--- config.mk ---
export PLATFORM = sky130hd
export DESIGN_NAME = swrs_front
export DESIGN_NICKNAME = d
export VERILOG_FILES = /design/src/design/swrs_pkg.sv /design/src/design/swrs_front.sv
export SDC_FILE = /design/constraint.sdc
export NUM_CORES = 1
export LEC_CHECK = 0
export BUFFER_PORTS_ARGS = -buffer_cell sky130_fd_sc_hd__buf_4
export CORE_MARGIN = 3
export CORE_UTILIZATION = 45
export DETAILED_ROUTE_END_ITERATION = 6
export PLACE_DENSITY = 0.69
export SYNTH_ARGS = -nofsm -noshare
export SYNTH_HDL_FRONTEND = slang
export SYNTH_SLANG_ARGS = --single-unit
--- constraint.sdc ---
create_clock -name clk -period 4.2 [get_ports clk]
set_input_delay 0.42 -clock clk [delete_from_list [all_inputs] [get_ports clk]]
set_output_delay 0.42 -clock clk [all_outputs]
set_load 0.05 [all_outputs]
--- src/design/swrs_pkg.sv ---
`timescale 1ns / 1ps
`default_nettype none
// ----------------------------------------------------------------------------
// swrs_pkg: shared types and constants for the weighted random selector
// Entry store geometry, twister constants and the front/back request format.
// ----------------------------------------------------------------------------
package swrs_pkg;

    localparam int MAX_ENTRIES = 64;
    localparam int AW = $clog2(MAX_ENTRIES);
    localparam int CW = AW + 1;
    localparam int WW = 15;
    localparam int TW = WW + CW;

    localparam logic [63:0] MT_MULT   = 64'd6364136223846793005;
    localparam logic [63:0] MT_MATRIX = 64'hB5026F5AA96619E9;
    localparam logic [63:0] MT_UPPER  = 64'hFFFFFFFF80000000;
    localparam logic [63:0] MT_LOWER  = 64'h000000007FFFFFFF;
    localparam logic [8:0]  MT_N      = 9'd312;
    localparam logic [8:0]  MT_M      = 9'd156;

    // one closed list handed from the loader to the selector
    typedef struct packed {
        logic [63:0]   seed;
        logic [TW-1:0] total;
        logic [CW-1:0] count;
        logic          truncated;
    } list_req_t;

endpackage
`default_nettype wire

--- src/design/swrs_front.sv ---
`timescale 1ns / 1ps
`default_nettype none
// ----------------------------------------------------------------------------
// swrs_front: list loader
// Clamps weights, writes entries into the store, sums the total and latches
// the seed; on the last entry it hands one list request to the back end.
// ----------------------------------------------------------------------------
module swrs_front
(
    input  wire logic                      clk,
    input  wire logic                      rst_n,
    input  wire logic                      in_valid,
    output logic                           in_ready,
    input  wire logic [7:0]                entry_index,
    input  wire logic [15:0]               entry_weight,
    input  wire logic [63:0]               seed,
    input  wire logic                      last,
    input  wire logic                      sel_busy,
    output logic                           wr_en,
    output logic [swrs_pkg::AW-1:0]        wr_addr,
    output logic [7+swrs_pkg::WW:0]        wr_data,
    output logic                           req_valid,
    input  wire logic                      req_ready,
    output swrs_pkg::list_req_t            req
);

    logic [swrs_pkg::CW-1:0] count_reg, count_next;
    logic [swrs_pkg::TW-1:0] total_reg, total_next;
    logic [63:0]             seed_reg, seed_next;
    logic                    ovf_reg, ovf_next;
    logic                    pend_reg, pend_next;
    swrs_pkg::list_req_t     req_reg, req_next;
    logic [swrs_pkg::WW-1:0] wpos;
    logic                    fire, room;
    logic [63:0]             seed_use;

    // the store is shared: load only while no list waits and the selector
    // is not busy with the previous one
    assign in_ready = !pend_reg && !sel_busy;
    assign fire     = in_valid && in_ready;
    assign wpos     = entry_weight[15] ? '0 : entry_weight[14:0];
    assign room     = count_reg < swrs_pkg::CW'(swrs_pkg::MAX_ENTRIES);
    assign seed_use = (count_reg == '0 && !ovf_reg) ? seed : seed_reg;

    assign wr_en   = fire && room;
    assign wr_addr = count_reg[swrs_pkg::AW-1:0];
    assign wr_data = {wpos, entry_index};
    assign req_valid = pend_reg;
    assign req       = req_reg;

    always_comb
    begin
        count_next = count_reg;
        total_next = total_reg;
        seed_next  = seed_reg;
        ovf_next   = ovf_reg;
        pend_next  = pend_reg;
        req_next   = req_reg;
        if (pend_reg && req_ready)
        begin
            pend_next = 1'b0;
        end
        if (fire)
        begin
            seed_next = seed_use;
            if (room)
            begin
                count_next = count_reg + 1'b1;
                total_next = total_reg + swrs_pkg::TW'(wpos);
            end
            else
            begin
                ovf_next = 1'b1;
            end
            if (last)
            begin
                req_next.seed      = seed_use;
                req_next.total     = total_next;
                req_next.count     = count_next;
                req_next.truncated = ovf_next;
                pend_next  = 1'b1;
                count_next = '0;
                total_next = '0;
                ovf_next   = 1'b0;
            end
        end
    end

    always_ff @(posedge clk or negedge rst_n)
    begin
        if (!rst_n)
        begin
            count_reg <= '0;
            total_reg <= '0;
            seed_reg  <= '0;
            ovf_reg   <= 1'b0;
            pend_reg  <= 1'b0;
        end
        else
        begin
            count_reg <= count_next;
            total_reg <= total_next;
            seed_reg  <= seed_next;
            ovf_reg   <= ovf_next;
            pend_reg  <= pend_next;
        end
    end

    always_ff @(posedge clk)
    begin
        req_reg <= req_next;
    end

    assert property (@(posedge clk) disable iff (!rst_n)
        count_reg <= swrs_pkg::CW'(swrs_pkg::MAX_ENTRIES))
        else $error("entry count beyond store depth");
    assert property (@(posedge clk) disable iff (!rst_n)
        (pend_reg || sel_busy) |-> !wr_en)
        else $error("store written while a list waits");
    assert property (@(posedge clk) disable iff (!rst_n)
        fire && last |=> pend_reg && count_reg == '0 && !ovf_reg)
        else $error("list close did not hand over");

endmodule
`default_nettype wire

Word level (Yosys, flattened, before mapping)
Index checks and enable logic that the tools add are counted.
{"block": "totals", "regBits": 189, "in_bits": 94, "out_inout_bits": 126, "wordCells": 33}
{"block": "classes", "n_addsub": 2, "order_cmp": 1, "n_mux": 11, "reduce_logical": 10}
{"op": "$mux 64", "count": 1}
{"op": "$mux 22", "count": 2}
{"op": "$add 22x15->22", "count": 1}
{"op": "$mux 15", "count": 1}
{"op": "$mux 7", "count": 2}
{"op": "$add 7x1->7 const B", "count": 1}
{"op": "$logic_not 7->1", "count": 1}
{"op": "$lt 7x7->1 const B", "count": 1}
{"op": "$logic_and 1x1->1", "count": 5}
{"op": "$mux 1", "count": 5}
{"op": "$logic_not 1->1", "count": 3}
{"op": "$reduce_and 2->1", "count": 1}

Depth between registers and ports, before layout
{"block": "depth", "word_depth": 4, "ltp_mapped": 11, "depth_no_buf": 10}

Worst setup path after synthesis
OpenSTA, ideal clock, no wires.
{"block": "synth_path", "path_kind": "flip-flop to flip-flop", "startpoint": "reg pend_reg (netlist: req_valid)", "endpoint": "reg req_reg, in the netlist req[0], enable pin", "setup_ps": 447, "arrival_ps": 3851, "required_time_ps": 3753, "slack_ps": -98, "stages_incl_launch_ff": 6, "path_buffers": 1, "period_less_slack_ps": 4298, "cell_sequence": "dfrtp_1 nor2_1 and2_1 clkbuf_1 nand2_1 inv_1"}
{"block": "synth_via", "elab_chain_len": 4}
{"element": "from (decl)", "line": "swrs_front.sv:31", "text": "logic pend_reg, pend_next;"}
{"element": "from (signal assigned)", "line": "swrs_front.sv:105", "text": "pend_reg <= pend_next;"}
{"element": "$logic_not 1->1", "line": "swrs_front.sv:39", "text": "assign in_ready = !pend_reg && !sel_busy;"}
{"element": "$logic_and 1x1->1", "line": "swrs_front.sv:39"}
{"element": "via in_ready", "line": "swrs_front.sv:13", "text": "output logic in_ready,"}
{"element": "$logic_and 1x1->1", "line": "swrs_front.sv:40", "text": "assign fire = in_valid && in_ready;"}
{"element": "$reduce_and 2->1 (no source line)"}
{"element": "to (signal assigned)", "line": "swrs_front.sv:111", "text": "req_reg <= req_next;"}
{"element": "to (decl)", "line": "swrs_front.sv:32", "text": "swrs_pkg::list_req_t req_reg, req_next;"}
The timed path passes the listed nets, and every way through them passes these cells.
A chain may end at the register's enable or synchronous reset.

Worst setup path in the final report
{"block": "layout_path", "startpoint": "reg count_reg[5] (netlist bit)", "endpoint": "reg seed_reg[26]"}
{"block": "layout_via", "elab_chain_len": 3}
{"element": "from (decl)", "line": "swrs_front.sv:27", "text": "logic [swrs_pkg::CW-1:0] count_reg, count_next;"}
{"element": "from (signal assigned)", "line": "swrs_front.sv:101", "text": "count_reg <= count_next;"}
{"element": "$logic_not 7->1", "line": "swrs_front.sv:43", "text": "assign seed_use = (count_reg == '0 && !ovf_reg) ? seed : seed_reg;"}
{"element": "$logic_and 1x1->1", "line": "swrs_front.sv:43"}
{"element": "$mux 64", "line": "swrs_front.sv:43"}
{"element": "to (signal assigned)", "line": "swrs_front.sv:103", "text": "seed_reg <= seed_next;"}
{"element": "to (decl)", "line": "swrs_front.sv:29", "text": "logic [63:0] seed_reg, seed_next;"}
Every way passes these cells.

==> out/metrics.yaml <==
track_usage_pct: 19.4
setup.worst_path.class: "reg -> reg"
synth.most_common_cell: "nand2_1"
cts_max_path_buffers: 2
hp-class: "in -> async"
synth_nets: 869
drv_slew: 0
vias: 6175
fin_nets: 1056
synth_ff_type: "dfrtp_1"
syn-instance-count: 757
rsz0062_at_grt: "no"
yosysSeqAreaShare_pct: 60.3
relSlewSlack_pct: 38.1
cp-end-kind: "register"
viasPerCell: 5.21
dp_hpwl_um: 14000
post-route-period-util_pct: 64.9
final_layout_size_suffix_gt1_share_pct: 28.0
synth_enable_flop_cells: 94
die_area_um2: 20900
critPathArrivalTime_ns: 3.09
leakage_nw: 4.96
ys_ff_latch: 189
area_growth_pct: 26.4
htree_levels: 4
drc: 0
rows: 49
synthTopCellsByCount: "238 x nand2_1, 95 x dfrtp_1, 94 x edfxtp_1"
synth_cell_types: 54
die_x_um: 144
cts_hold_buf: 0
cts-resized-gates: 0
routabilityCongestion: 0.868
clock-root-buffer: "clkbuf_16"
wirelength_um: 20500
synth_top_area_share_pct: 32.7
diodes: 0
ys_warn_count: 0
port_buffers: 203
hold_viol_final: 0
ant_nets: 0
synth_top_cell_by_area: "edfxtp_1"
grt_max_degree: 61
tns_ns: 0
grt_pass1_wl_um: 31400
syn_area_per_cell_um2: 11.4
clkSlewWorstSetupHoldPaths_ns: 0.08
gr-total-overflow: 0
status: "finished, final reports clean"
busiest_layer: "met2"
skew_ns: 0.0158
use_met1_pct: 26.2
antenna_found_initial: 0
dieHeight_um: 144
drv_cap: 0
ys_top_cells_by_area: "edfxtp_1 33%, dfrtp_1 28%, nand2_1 10%"
clock_sinks: 189
largest_reg_flops: 94
critPathLaunchType: "register"
worstMarginPinSlew_ns: 0.922
globalRouteMet3Util_pct: 3.87
postCtsSetupBuffers: 0
coreArea_um2: 18400
layout_min_cycle_time_ns: 2.73
numCtsBuffers: 17
async_reset_ff_share_pct: 50.3
grt_pass1_vias: 5987
clock_latency_ns: 0.43
ir_drop_mv: 0.280
fmax_mhz: 367
cts_tree: "built"
wl_per_cell_um: 17.3
setup_viol: 0
p_per_area_nw_per_um2: 547
first_pass_iters: 4
cp_data_required_time_ns: 4.57
grt.met2_usage_pct: 31.9
postLayoutCoreUtil_pct: 59.3
dr.first_iter.drc_count: 292
syn_area_um2: 8620
start_util_pct: 46.9
num_io_pins: 220
crit_fanout: 46
## cells in the final DEF, fill, tap and decap left out, types with 7 or more instances in the layout
cell       synthesis  final
nand4_1            9      9
nand3_1            8      7
a21oi_1           18     18
clkbuf_16          0     17
a22o_1             7      7
ha_1              17     17
edfxtp_1          94     94
o21ai_0            8      8
dfrtp_1           95     95
xnor2_1           17     17
nand2_1          238    238
xor2_1             7      7
inv_1             15     14
nor2b_1           17     17
o21ai_1           23     23
nor2_1            15     15
mux2_1            64     64
buf_4             15    212
## area by class of cell
| type | count | area (um2) |
|---|---|---|
| Clock buffer | 18 | 439 |
| Sequential cell | 189 | 5200 |
| Timing Repair Buffer | 212 | 1590 |
| Tap cell | 229 | 287 |
| Multi-Input combinational cell | 505 | 3130 |
| Clock inverter | 14 | 173 |
| Inverter | 19 | 75.1 |
| Fill cell | 1549 | 7490 |
## layer usage
layer	routed length, um	vias to the layer above
met3	1190	22
met1	9170	2985
met2	9830	203
met4	301	0
met5	0	-
li1	-	2965
## final timing paths
| kind | end | depth (start not counted) | slack, ns | from |
|---|---|---|---|---|
| max | seed_reg[26]$_DFFE_PN0P_ | 6 | 1.47 | count_reg[5]$_DFFE_PN0P_ |
| min | seed_reg[42]$_DFFE_PN0P_ | 1 | 0.02 | rst_n |
| max reg2reg | seed_reg[26]$_DFFE_PN0P_ | 6 | 1.47 | count_reg[5]$_DFFE_PN0P_ |
| min reg2reg | seed_reg[10]$_DFFE_PN0P_ | 2 | 0.46 | seed_reg[10]$_DFFE_PN0P_ |
| max in group asynchronous | seed_reg[60]$_DFFE_PN0P_ | 2 | 3.34 | rst_n |
| min in group clk | seed_reg[9]$_DFFE_PN0P_ | 3 | 0.19 | seed[9] |
## logic make-up after synthesis
group                      share of synthesized area (%)
AOI/OAI and AO/OA                                   6.98
muxes                                               8.73
adders and majority gates                           2.70
and+or+nand+nor                                     15.2
buffers and inverters                               3.60
xor gates and xnor gates                            2.44
DFF                                                 60.3
## stage by stage
| stage | total power (W) | cells | instance area, um2 | worst slack [ns] | hold slack, ns |
|---|---|---|---|---|---|
| CTS | 0.00601 | 1186 | 10900 | 1.44 | 0.0477 |
| detailed placement | 0.00435 | 1154 | 10300 | 1.26 | 0.452 |
| finish | 0.00596 | 1186 | 10900 | 1.47 | 0.0226 |
| global placement | 0.00429 | 1154 | 10300 | 1.35 | 0.445 |
| global route | 0.00629 | 1186 | 10900 | 1.19 | 0.0746 |
| floorplan | 0.00391 | 757 | 8630 | 0.777 | 0.124 |
## worst max-delay path, stage by stage, from the launching register on
cell and delay (ns):
dfrtp_1 0.44, nor4_1 0.52, nand3_4 0.39, nor2_4 0.52
buf_4 0.53, nand2_1 0.12, nand2_1 0.09
## power breakdown
group | leakage [nW] | switching, W | internal [W]
registers | 2.06 | 0.000223 | 0.00248
clock network | 0.296 | 0.000782 | 0.000871
logic | 2.60 | 0.000979 | 0.000630
(Power assumes the default switching activity.)
